## src/rtl/fqr_pkg.sv

```systemverilog
// Package for the linked-list ready queue: field widths, operation and
// status codes, parameter defaults and the result record.
// No dependencies; fqr_ctrl and the top level import it.
package fqr_pkg;

    // Field widths of the stream payload.
    localparam int HANDLE_W = 16;
    localparam int OP_W     = 3;
    localparam int STATUS_W = 2;

    // Parameter defaults for the top level.
    localparam int DEF_QUEUE_DEPTH = 64;
    localparam int DEF_HANDLE_BITS = 16;

    // Operation codes.
    localparam logic [OP_W-1:0] OP_PUSH   = 3'd0;
    localparam logic [OP_W-1:0] OP_POP    = 3'd1;
    localparam logic [OP_W-1:0] OP_REMOVE = 3'd2;
    localparam logic [OP_W-1:0] OP_CRESET = 3'd3;
    localparam logic [OP_W-1:0] OP_CNEXT  = 3'd4;

    // Status codes.
    localparam logic [STATUS_W-1:0] ST_OK    = 2'd0;
    localparam logic [STATUS_W-1:0] ST_EMPTY = 2'd1;
    localparam logic [STATUS_W-1:0] ST_MISS  = 2'd2;
    localparam logic [STATUS_W-1:0] ST_FULL  = 2'd3;

    // One result handed from the sequencer to the output stage.
    typedef struct packed {
        logic [HANDLE_W-1:0] handle;
        logic [STATUS_W-1:0] status;
        logic                is_empty;
        logic                cursor_at_end;
    } t_result;

endpackage

```

## src/rtl/fqr_ram.sv

```systemverilog
// Simple dual-port synchronous RAM: one write port, one registered read port.
// A read and a write to the same address in one cycle return the old data.
// Depends on nothing.
module fqr_ram #(
    parameter int WIDTH = 16,
    parameter int DEPTH = 64
) (
    input  logic                     i_clk,
    input  logic                     i_we,
    input  logic [$clog2(DEPTH)-1:0] i_waddr,
    input  logic [WIDTH-1:0]         i_wdata,
    input  logic [$clog2(DEPTH)-1:0] i_raddr,
    output logic [WIDTH-1:0]         o_rdata
);

    logic [WIDTH-1:0] r_mem [DEPTH];
    logic [WIDTH-1:0] r_rdata;

    // Write port and read-first registered read port.
    always_ff @(posedge i_clk) begin
        if (i_we) begin
            r_mem[i_waddr] <= i_wdata;
        end
        r_rdata <= r_mem[i_raddr];
    end

    assign o_rdata = r_rdata;

endmodule

```

## src/rtl/fqr_ctrl.sv

```systemverilog
// Operation sequencer of the ready queue: holds head, tail, free, cursor,
// count and fill pointers and drives the handle and link memories.
// Depends on fqr_pkg.
module fqr_ctrl #(
    parameter int QUEUE_DEPTH = fqr_pkg::DEF_QUEUE_DEPTH,
    parameter int HANDLE_BITS = fqr_pkg::DEF_HANDLE_BITS,
    localparam int LW = $clog2(QUEUE_DEPTH + 1),
    localparam int IW = $clog2(QUEUE_DEPTH),
    localparam int HW = (HANDLE_BITS < fqr_pkg::HANDLE_W) ? HANDLE_BITS : fqr_pkg::HANDLE_W
) (
    input  logic                          i_clk,
    input  logic                          i_rst_n,
    // Operation request.
    input  logic                          i_in_valid,
    output logic                          o_in_ready,
    input  logic [fqr_pkg::OP_W-1:0]      i_op,
    input  logic [fqr_pkg::HANDLE_W-1:0]  i_handle,
    // Result hand-off.
    output logic                          o_res_valid,
    input  logic                          i_res_ready,
    output fqr_pkg::t_result              o_res,
    // Memory ports.
    output logic [IW-1:0]                 o_rd_addr,
    input  logic [LW-1:0]                 i_rd_link,
    input  logic [HW-1:0]                 i_rd_handle,
    output logic                          o_link_we,
    output logic [IW-1:0]                 o_link_waddr,
    output logic [LW-1:0]                 o_link_wdata,
    output logic                          o_hnd_we,
    output logic [IW-1:0]                 o_hnd_waddr,
    output logic [HW-1:0]                 o_hnd_wdata
);
    import fqr_pkg::*;

    localparam logic [LW-1:0] NIL   = LW'(QUEUE_DEPTH);
    localparam logic [LW-1:0] ONE_L = LW'(1);

    typedef enum logic [2:0] {
        S_IDLE, S_START, S_PUSH, S_POP, S_SRCH, S_FIXPREV, S_NEXT, S_DONE
    } t_state;

    t_state              r_state;
    logic [LW-1:0]       r_head, r_tail, r_free, r_cursor, r_count, r_fill;
    logic [OP_W-1:0]     r_op;
    logic [HW-1:0]       r_hnd;
    logic [LW-1:0]       r_e, r_prev, r_nxt;
    logic [HW-1:0]       r_rhnd;
    logic [STATUS_W-1:0] r_status;

    logic full;
    logic match;

    assign full  = (r_count >= NIL) || (r_free == NIL);
    assign match = (i_rd_handle == r_hnd);

    // Memory addressing and write-back for each step of an operation.
    always_comb begin
        o_rd_addr    = r_e[IW-1:0];
        o_link_we    = 1'b0;
        o_link_waddr = r_e[IW-1:0];
        o_link_wdata = NIL;
        o_hnd_we     = 1'b0;
        o_hnd_waddr  = r_free[IW-1:0];
        o_hnd_wdata  = r_hnd;
        unique case (r_state)
            S_START: begin
                unique case (r_op)
                    OP_PUSH: begin
                        o_rd_addr = r_free[IW-1:0];
                        if (!full) begin
                            o_hnd_we     = 1'b1;
                            o_link_we    = 1'b1;
                            o_link_waddr = r_free[IW-1:0];
                            o_link_wdata = NIL;
                        end
                    end
                    OP_POP, OP_REMOVE: o_rd_addr = r_head[IW-1:0];
                    OP_CNEXT:          o_rd_addr = r_cursor[IW-1:0];
                    default: ;
                endcase
            end
            S_PUSH: begin
                if (r_tail != NIL) begin
                    o_link_we    = 1'b1;
                    o_link_waddr = r_tail[IW-1:0];
                    o_link_wdata = r_free;
                end
            end
            S_POP: begin
                o_link_we    = 1'b1;
                o_link_waddr = r_e[IW-1:0];
                o_link_wdata = r_free;
            end
            S_SRCH: begin
                if (match) begin
                    o_link_we    = 1'b1;
                    o_link_waddr = r_e[IW-1:0];
                    o_link_wdata = r_free;
                end else begin
                    o_rd_addr = i_rd_link[IW-1:0];
                end
            end
            S_FIXPREV: begin
                o_link_we    = 1'b1;
                o_link_waddr = r_prev[IW-1:0];
                o_link_wdata = r_nxt;
            end
            default: ;
        endcase
    end

    // Sequencer state, queue pointers and the held result.
    always_ff @(posedge i_clk) begin
        if (!i_rst_n) begin
            r_state  <= S_IDLE;
            r_head   <= NIL;
            r_tail   <= NIL;
            r_cursor <= NIL;
            r_free   <= '0;
            r_count  <= '0;
            r_fill   <= '0;
        end else begin
            unique case (r_state)
                S_IDLE: begin
                    if (i_in_valid) begin
                        r_op    <= i_op;
                        r_hnd   <= i_handle[HW-1:0];
                        r_state <= S_START;
                    end
                end
                S_START: begin
                    r_rhnd <= '0;
                    unique case (r_op)
                        OP_PUSH: begin
                            if (full) begin
                                r_status <= ST_FULL;
                                r_state  <= S_DONE;
                            end else begin
                                r_status <= ST_OK;
                                r_state  <= S_PUSH;
                            end
                        end
                        OP_POP: begin
                            if (r_head == NIL) begin
                                r_status <= ST_EMPTY;
                                r_state  <= S_DONE;
                            end else begin
                                r_status <= ST_OK;
                                r_e      <= r_head;
                                r_state  <= S_POP;
                            end
                        end
                        OP_REMOVE: begin
                            if (r_head == NIL) begin
                                r_status <= ST_EMPTY;
                                r_state  <= S_DONE;
                            end else begin
                                r_status <= ST_OK;
                                r_e      <= r_head;
                                r_prev   <= NIL;
                                r_state  <= S_SRCH;
                            end
                        end
                        OP_CRESET: begin
                            r_status <= ST_OK;
                            r_cursor <= r_head;
                            r_state  <= S_DONE;
                        end
                        OP_CNEXT: begin
                            if (r_cursor == NIL) begin
                                r_status <= ST_MISS;
                                r_state  <= S_DONE;
                            end else begin
                                r_status <= ST_OK;
                                r_state  <= S_NEXT;
                            end
                        end
                        default: begin
                            r_status <= ST_OK;
                            r_state  <= S_DONE;
                        end
                    endcase
                end
                S_PUSH: begin
                    // Entries at and above the fill mark were never used and
                    // chain to their neighbor without a memory read.
                    if (r_free == r_fill) begin
                        r_free <= r_fill + ONE_L;
                        r_fill <= r_fill + ONE_L;
                    end else begin
                        r_free <= i_rd_link;
                    end
                    if (r_tail == NIL) begin
                        r_head <= r_free;
                    end
                    r_tail  <= r_free;
                    r_count <= r_count + ONE_L;
                    r_state <= S_DONE;
                end
                S_POP: begin
                    r_rhnd <= i_rd_handle;
                    r_head <= i_rd_link;
                    if (r_tail == r_e) begin
                        r_tail <= NIL;
                    end
                    if (r_cursor == r_e) begin
                        r_cursor <= i_rd_link;
                    end
                    r_free  <= r_e;
                    r_count <= r_count - ONE_L;
                    r_state <= S_DONE;
                end
                S_SRCH: begin
                    if (match) begin
                        r_rhnd <= i_rd_handle;
                        if (r_prev == NIL) begin
                            r_head <= i_rd_link;
                        end
                        if (r_tail == r_e) begin
                            r_tail <= r_prev;
                        end
                        if (r_cursor == r_e) begin
                            r_cursor <= i_rd_link;
                        end
                        r_free  <= r_e;
                        r_count <= r_count - ONE_L;
                        r_nxt   <= i_rd_link;
                        r_state <= (r_prev == NIL) ? S_DONE : S_FIXPREV;
                    end else if (i_rd_link == NIL) begin
                        r_status <= ST_MISS;
                        r_state  <= S_DONE;
                    end else begin
                        // Step to the successor; its read was issued this cycle.
                        r_prev <= r_e;
                        r_e    <= i_rd_link;
                    end
                end
                S_FIXPREV: r_state <= S_DONE;
                S_NEXT: begin
                    r_rhnd   <= i_rd_handle;
                    r_cursor <= i_rd_link;
                    r_state  <= S_DONE;
                end
                S_DONE: begin
                    if (i_res_ready) begin
                        r_state <= S_IDLE;
                    end
                end
                default: r_state <= S_IDLE;
            endcase
        end
    end

    // Flags reflect the pointers as they stand once the operation is finished.
    assign o_in_ready           = (r_state == S_IDLE);
    assign o_res_valid          = (r_state == S_DONE);
    assign o_res.handle         = HANDLE_W'(r_rhnd);
    assign o_res.status         = r_status;
    assign o_res.is_empty       = (r_head == NIL);
    assign o_res.cursor_at_end  = (r_cursor == NIL);

endmodule

```

## src/rtl/fifo_queue_with_removal.sv

```systemverilog
// Top level of the linked-list ready queue: sequencer, handle and link
// memories, and the output register of the result stream.
// Depends on fqr_pkg, fqr_ram and fqr_ctrl.
//
// Ready queue of task handles kept in arrival order as a linked list in two
// synchronous memories (handles and next links), with a free list of unused
// entries. Each transfer on the input stream carries one operation in tuser
// (push, pop head, remove first matching handle, cursor reset, cursor next)
// and a handle in tdata; each produces exactly one result transfer with the
// handle involved, a status code, the empty flag and the cursor-at-end flag.
// Push, pop and cursor next register the request, read the memory, then
// write back (push, pop) or take the entry read (cursor next), and hand the
// result to the output register. Cursor reset, the unused operation codes,
// a refused push and a pop, remove or cursor next on an empty queue or at
// the end skip the memory step. Remove reads one entry at a time until the
// match, then rewrites the link of the match's predecessor if it has one;
// a remove that finds no match walks past every entry in the queue. The
// walk is bound by the read latency of the link memory. A result waiting in
// the output register does not stop the next operation from being accepted,
// but that operation holds its result and the input until the register
// drains. There is no clearing pass after reset: a fill mark tracks entries
// never taken from the free list.
module fifo_queue_with_removal #(
    parameter int QUEUE_DEPTH = fqr_pkg::DEF_QUEUE_DEPTH,
    parameter int HANDLE_BITS = fqr_pkg::DEF_HANDLE_BITS
) (
    input  logic                         i_clk,
    input  logic                         i_rst_n,
    // Input stream.
    input  logic                         i_s_tvalid,
    output logic                         o_s_tready,
    input  logic [15:0]                  i_s_tdata,  // [15:0] item_handle
    input  logic [7:0]                   i_s_tuser,  // [2:0] operation
    // Output stream.
    output logic                         o_m_tvalid,
    input  logic                         i_m_tready,
    output logic [15:0]                  o_m_tdata,  // [15:0] result_handle
    output logic [7:0]                   o_m_tuser   // [1:0] status, [2] is_empty,
                                                     // [3] cursor_at_end
);
    import fqr_pkg::*;

    localparam int LW = $clog2(QUEUE_DEPTH + 1);
    localparam int IW = $clog2(QUEUE_DEPTH);
    localparam int HW = (HANDLE_BITS < HANDLE_W) ? HANDLE_BITS : HANDLE_W;

    logic          res_valid, res_ready;
    t_result       res;
    logic [IW-1:0] rd_addr;
    logic [LW-1:0] rd_link;
    logic [HW-1:0] rd_handle;
    logic          link_we, hnd_we;
    logic [IW-1:0] link_waddr, hnd_waddr;
    logic [LW-1:0] link_wdata;
    logic [HW-1:0] hnd_wdata;

    logic          r_out_valid;
    t_result       r_out;

    // Operation sequencer.
    fqr_ctrl #(
        .QUEUE_DEPTH (QUEUE_DEPTH),
        .HANDLE_BITS (HANDLE_BITS)
    ) u_ctrl (
        .i_clk        (i_clk),
        .i_rst_n      (i_rst_n),
        .i_in_valid   (i_s_tvalid),
        .o_in_ready   (o_s_tready),
        .i_op         (i_s_tuser[OP_W-1:0]),
        .i_handle     (i_s_tdata),
        .o_res_valid  (res_valid),
        .i_res_ready  (res_ready),
        .o_res        (res),
        .o_rd_addr    (rd_addr),
        .i_rd_link    (rd_link),
        .i_rd_handle  (rd_handle),
        .o_link_we    (link_we),
        .o_link_waddr (link_waddr),
        .o_link_wdata (link_wdata),
        .o_hnd_we     (hnd_we),
        .o_hnd_waddr  (hnd_waddr),
        .o_hnd_wdata  (hnd_wdata)
    );

    // Next-link memory.
    fqr_ram #(
        .WIDTH (LW),
        .DEPTH (QUEUE_DEPTH)
    ) u_link_ram (
        .i_clk   (i_clk),
        .i_we    (link_we),
        .i_waddr (link_waddr),
        .i_wdata (link_wdata),
        .i_raddr (rd_addr),
        .o_rdata (rd_link)
    );

    // Handle memory.
    fqr_ram #(
        .WIDTH (HW),
        .DEPTH (QUEUE_DEPTH)
    ) u_hnd_ram (
        .i_clk   (i_clk),
        .i_we    (hnd_we),
        .i_waddr (hnd_waddr),
        .i_wdata (hnd_wdata),
        .i_raddr (rd_addr),
        .o_rdata (rd_handle)
    );

    // Output register: takes a result whenever it is empty or being drained.
    assign res_ready = !r_out_valid || i_m_tready;

    always_ff @(posedge i_clk) begin
        if (!i_rst_n) begin
            r_out_valid <= 1'b0;
        end else if (res_ready) begin
            r_out_valid <= res_valid;
        end
    end

    always_ff @(posedge i_clk) begin
        if (res_ready && res_valid) begin
            r_out <= res;
        end
    end

    assign o_m_tvalid = r_out_valid;
    assign o_m_tdata  = r_out.handle;
    assign o_m_tuser  = {4'b0000, r_out.cursor_at_end, r_out.is_empty, r_out.status};

endmodule
```

## config.mk

```make
export PLATFORM = sky130hd
export DESIGN_NAME = fifo_queue_with_removal
export DESIGN_NICKNAME = d
export VERILOG_FILES = /design/src/rtl/fqr_pkg.sv /design/src/rtl/fqr_ram.sv /design/src/rtl/fqr_ctrl.sv /design/src/rtl/fifo_queue_with_removal.sv
export SDC_FILE = /design/constraint.sdc
export NUM_CORES = 2
export LEC_CHECK = 0
export BUFFER_PORTS_ARGS = -buffer_cell sky130_fd_sc_hd__buf_4
export CAP_MARGIN = 25
export CORE_ASPECT_RATIO = 1.2
export CORE_MARGIN = 4
export CORE_UTILIZATION = 30
export CTS_BUF_LIST = sky130_fd_sc_hd__clkbuf_2 sky130_fd_sc_hd__clkbuf_4 sky130_fd_sc_hd__clkbuf_8
export DETAILED_ROUTE_END_ITERATION = 12
export SYNTH_ARGS = -nofsm -noshare
export SYNTH_HDL_FRONTEND = slang
export SYNTH_SLANG_ARGS = --single-unit
```

## constraint.sdc

```tcl
create_clock -name i_clk -period 7 [get_ports i_clk]
set_input_delay 0 -clock i_clk [delete_from_list [all_inputs] [get_ports i_clk]]
set_output_delay 0 -clock i_clk [all_outputs]
set_load 0.01 [all_outputs]
```

==> reports/metrics.cfg <==
[floorplan]
die_h_um=519
core_area_um2=216000
die_area_um2=225000
die_x_um=434
pin_count=54
initial_utilization_pct=30.2
row_count=187

[critical_path]
ff2ff_setup_slack_ns=1.67
worstPathArrival_ns=6.17
crit_required_ns=7.84
path_class=flop to flop
crit_path_max_incr_delay_ns=0.85
rr_worst_depth=13
path_max_fanout=145
worstReg2RegEnd=u_hnd_ram.o_rdata[2]$_DFF_P_
critPathSlowestCell=dfxtp_1
path_cells=nor3b_4 -> buf_4 -> nor2_1 -> o31a_1 -> nor2_1 -> and2_4 -> buf_12 -> mux2i_1 -> a32oi_1 -> and3_1 -> nor4_1 -> buf_4 -> nor4b_2
start_kind=flop
endpoint_kind=flop
timing.rr.start=u_ctrl.r_state[2]$_SDFFE_PN0P_

[timing]
fin_crit_ns=5.33
finalClockSkew_ns=0.0710
rsz0062_at_grt=false
holdWs_ns=0.192
maxSlewHeadroom_pct=25.9
worstMarginPinSlew_ns=1.11
fmax_ghz=0.188
drv_slew=0
finalCritPeriodShare_pct=76.1
setup-tns-final_ns=0
setup_violations=0
hold_viol=0

[pwr]
p_total_mw=32.6
cellPowerDensity_nw_per_um2=439
power.switching_mw=13.5
total_leakage_power_nw=25.0
pwr-share-clk_pct=22.4
switching_share_pct=41.4
p_int_mw=19.1
seqPwrFrac_pct=35.6
pwr-share-comb_pct=42.0
ir_drop_mv=0.455

[clock_tree]
cts.htree.levels=4
cts.sinks=1619
postCtsHoldBufs=47
clockBufferDepth=3
cts_resized=0
clk_pin_slew_worst_paths_ns=0.07
cts_setup_buffers=0
clk_latency_ns=0.97
cts_made_buffers=226
cts_tree=done
root_buffer=clkbuf_8

[global_routing]
gr-total-overflow=0
antenna_found_initial=6
grt_max_degree=146
grt_use_total_pct=15.7
grt_pass1_wl_mm=265
first_global_vias=39500

[placed_design]
gpl.final_weighted_congestion=0.854
hpwl_mm=114
place_area_um2=69400
port_buffers=44

[cells_and_area]
seqCellArea_um2=47900
fin_nets=4957
multiInputGateArea_um2=15900
fillers=20900
finalCoreUtilization_pct=34.4
final_cell_mix=edfxtp_1 (1550), nand2_1 (1101), nand3_1 (349)
drive_gt1_share_pct=13.7
final_common_cell=edfxtp_1
areaGrowthSynthToFinish_pct=14.1
stdcell_area_um2=74400

[worst_hold_path]
worstHoldStart=i_s_tvalid
whs_path_depth=7
min_path_type=input port to flop
worstHoldEndpoint=u_ctrl.r_state[1]$_SDFFE_PN0P_

[route]
via_count=40300
drc=0
m1WireLength_mm=70.1
route.met2.wl_mm=90.2
wl_mm=182
viasPerCell=5.07
wire_per_inst_um=22.8
first_pass_iters=7
highest_layer=met5
drt-initial-drc-count=4208
route.met3.wl_mm=12.3
ant_nets=0

[run]
maxCapViolations=0

[outcome]
status=completed

[synthesis]
synth_ff_type=edfxtp_1
syn-cell-area_um2=65200
synth-edff-count=1550
ys_seq_area_share_pct=73.5
synth.avg_cell_area_um2=13.9
ys_ff_latch=1619
postSynthCellCount=4695
async_flop_share_pct=0
synth.distinct_cells=87
yosys_warnings=0

cells in the mapped netlist (11+ instances only):
library cell | count | area [um^2]
nand3_1 | 350 | 1750
mux2i_1 | 242 | 2420
and2_1 | 40 | 250
o21ai_0 | 67 | 335
xor2_1 | 30 | 263
a221oi_1 | 18 | 158
a21boi_0 | 13 | 97.6
buf_2 | 121 | 606
a21o_1 | 21 | 158
o211a_1 | 18 | 180
mux2_2 | 21 | 236
nor4b_2 | 15 | 225
nor4_1 | 33 | 206
buf_4 | 25 | 188
a31oi_1 | 57 | 357
a32oi_1 | 105 | 920
o211ai_1 | 11 | 82.6
buf_6 | 15 | 169
edfxtp_1 | 1550 | 46500
xnor2_1 | 25 | 219
a21oi_1 | 48 | 240
o21ai_1 | 33 | 165
and3_1 | 45 | 282
o22ai_1 | 21 | 131
dfxtp_1 | 69 | 1380
clkbuf_1 | 108 | 405
nand2_1 | 1101 | 4130
inv_1 | 17 | 63.8
nand4_1 | 65 | 407
nor2_1 | 181 | 679
a22oi_1 | 15 | 113
mux2_1 | 13 | 146
buf_1 | 22 | 82.6
a32o_1 | 31 | 310
cell type report:
class                      count  area share [%]
sequential                  1619            64.4
multi-input combinational   2770            21.4
clock buffer                 316            5.17
tap                         2835            4.77
timing repair buffer         286            3.26
clock inverter               103           0.855
inverter                      18          0.0908
antenna                        4          0.0135
state kept, by name (all words and copies together), names as in the netlist, 16 cells and up:
| signal | count |
|---|---|
| o_m_tdata | 16 |
| u_ctrl.o_hnd_wdata | 16 |
| u_ctrl.r_rhnd | 16 |
| u_hnd_ram.o_rdata | 16 |
| u_hnd_ram.r_mem | 1024 |
| u_link_ram.r_mem | 448 |
cell families (layout without fill, tap and decap cells):
logic type / Yosys count / in the layout / share of synthesized area (%)
compound gates: 510 / 510 / 5.71
xor+xnor: 55 / 55 / 0.739
fa+ha+maj: 9 / 9 / 0.180
buf+inv: 309 / 723 / 2.33
flops: 1619 / 1619 / 73.5
mux: 278 / 278 / 4.35
other cells: 1 / 8 / 0.00575
simple gates: 1914 / 1914 / 13.2
per-stage QoR:
| step | setup WS [ns] | cells |
|---|---|---|
| floorplan | 2.48 | 4698 |
| global placement | 1.65 | 7475 |
| detailed placement | 1.69 | 7478 |
| CTS | 1.67 | 7944 |
| global route | 1.42 | 7948 |
| finish | 1.67 | 7951 |
per-layer routing:
layer	global-route usage (%)	vias to the layer above
li1	-	18100
met3	2.54	394
met5	0	-
met2	26.8	1656
met1	19.4	20100
met4	7.59	4
power groups by stage:
stage	Sequential, mW	Combinational [mW]	Clock [mW]
after floorplan	11.6	8.72	0
after CTS	11.6	13.7	7.44
final	11.6	13.7	7.29
after global placement	11.8	13.5	0
after global routing	11.6	14.7	7.84
after detailed placement	11.8	13.6	0
worst max path at each step:
stage / startpoint / slack [ns] / to
floorplan: u_ctrl.o_hnd_wdata[3]$_DFFE_PP_ / 2.48 / u_link_ram.r_mem[0][0]$_DFFE_PP_
global placement: u_ctrl.r_state[2]$_SDFFE_PN0P_ / 1.65 / u_hnd_ram.o_rdata[7]$_DFF_P_
detailed placement: u_ctrl.r_state[2]$_SDFFE_PN0P_ / 1.69 / u_hnd_ram.o_rdata[2]$_DFF_P_
CTS: u_ctrl.r_state[2]$_SDFFE_PN0P_ / 1.67 / u_hnd_ram.o_rdata[2]$_DFF_P_
global route: u_ctrl.r_state[2]$_SDFFE_PN0P_ / 1.42 / u_hnd_ram.o_rdata[2]$_DFF_P_
finish: u_ctrl.r_state[2]$_SDFFE_PN0P_ / 1.67 / u_hnd_ram.o_rdata[2]$_DFF_P_
worst max-delay path: cells and delay by family (launching register included):
| family | cells | cell delay [ns] |
|---|---|---|
| muxes | 1 | 0.32 |
| AOI/OAI and AO/OA | 2 | 0.41 |
| and+or+nand+nor | 7 | 2.26 |
| DFF | 1 | 0.85 |
| buffers and inverters | 3 | 1.09 |
Note: power is estimated with default switching activity, not from simulation.
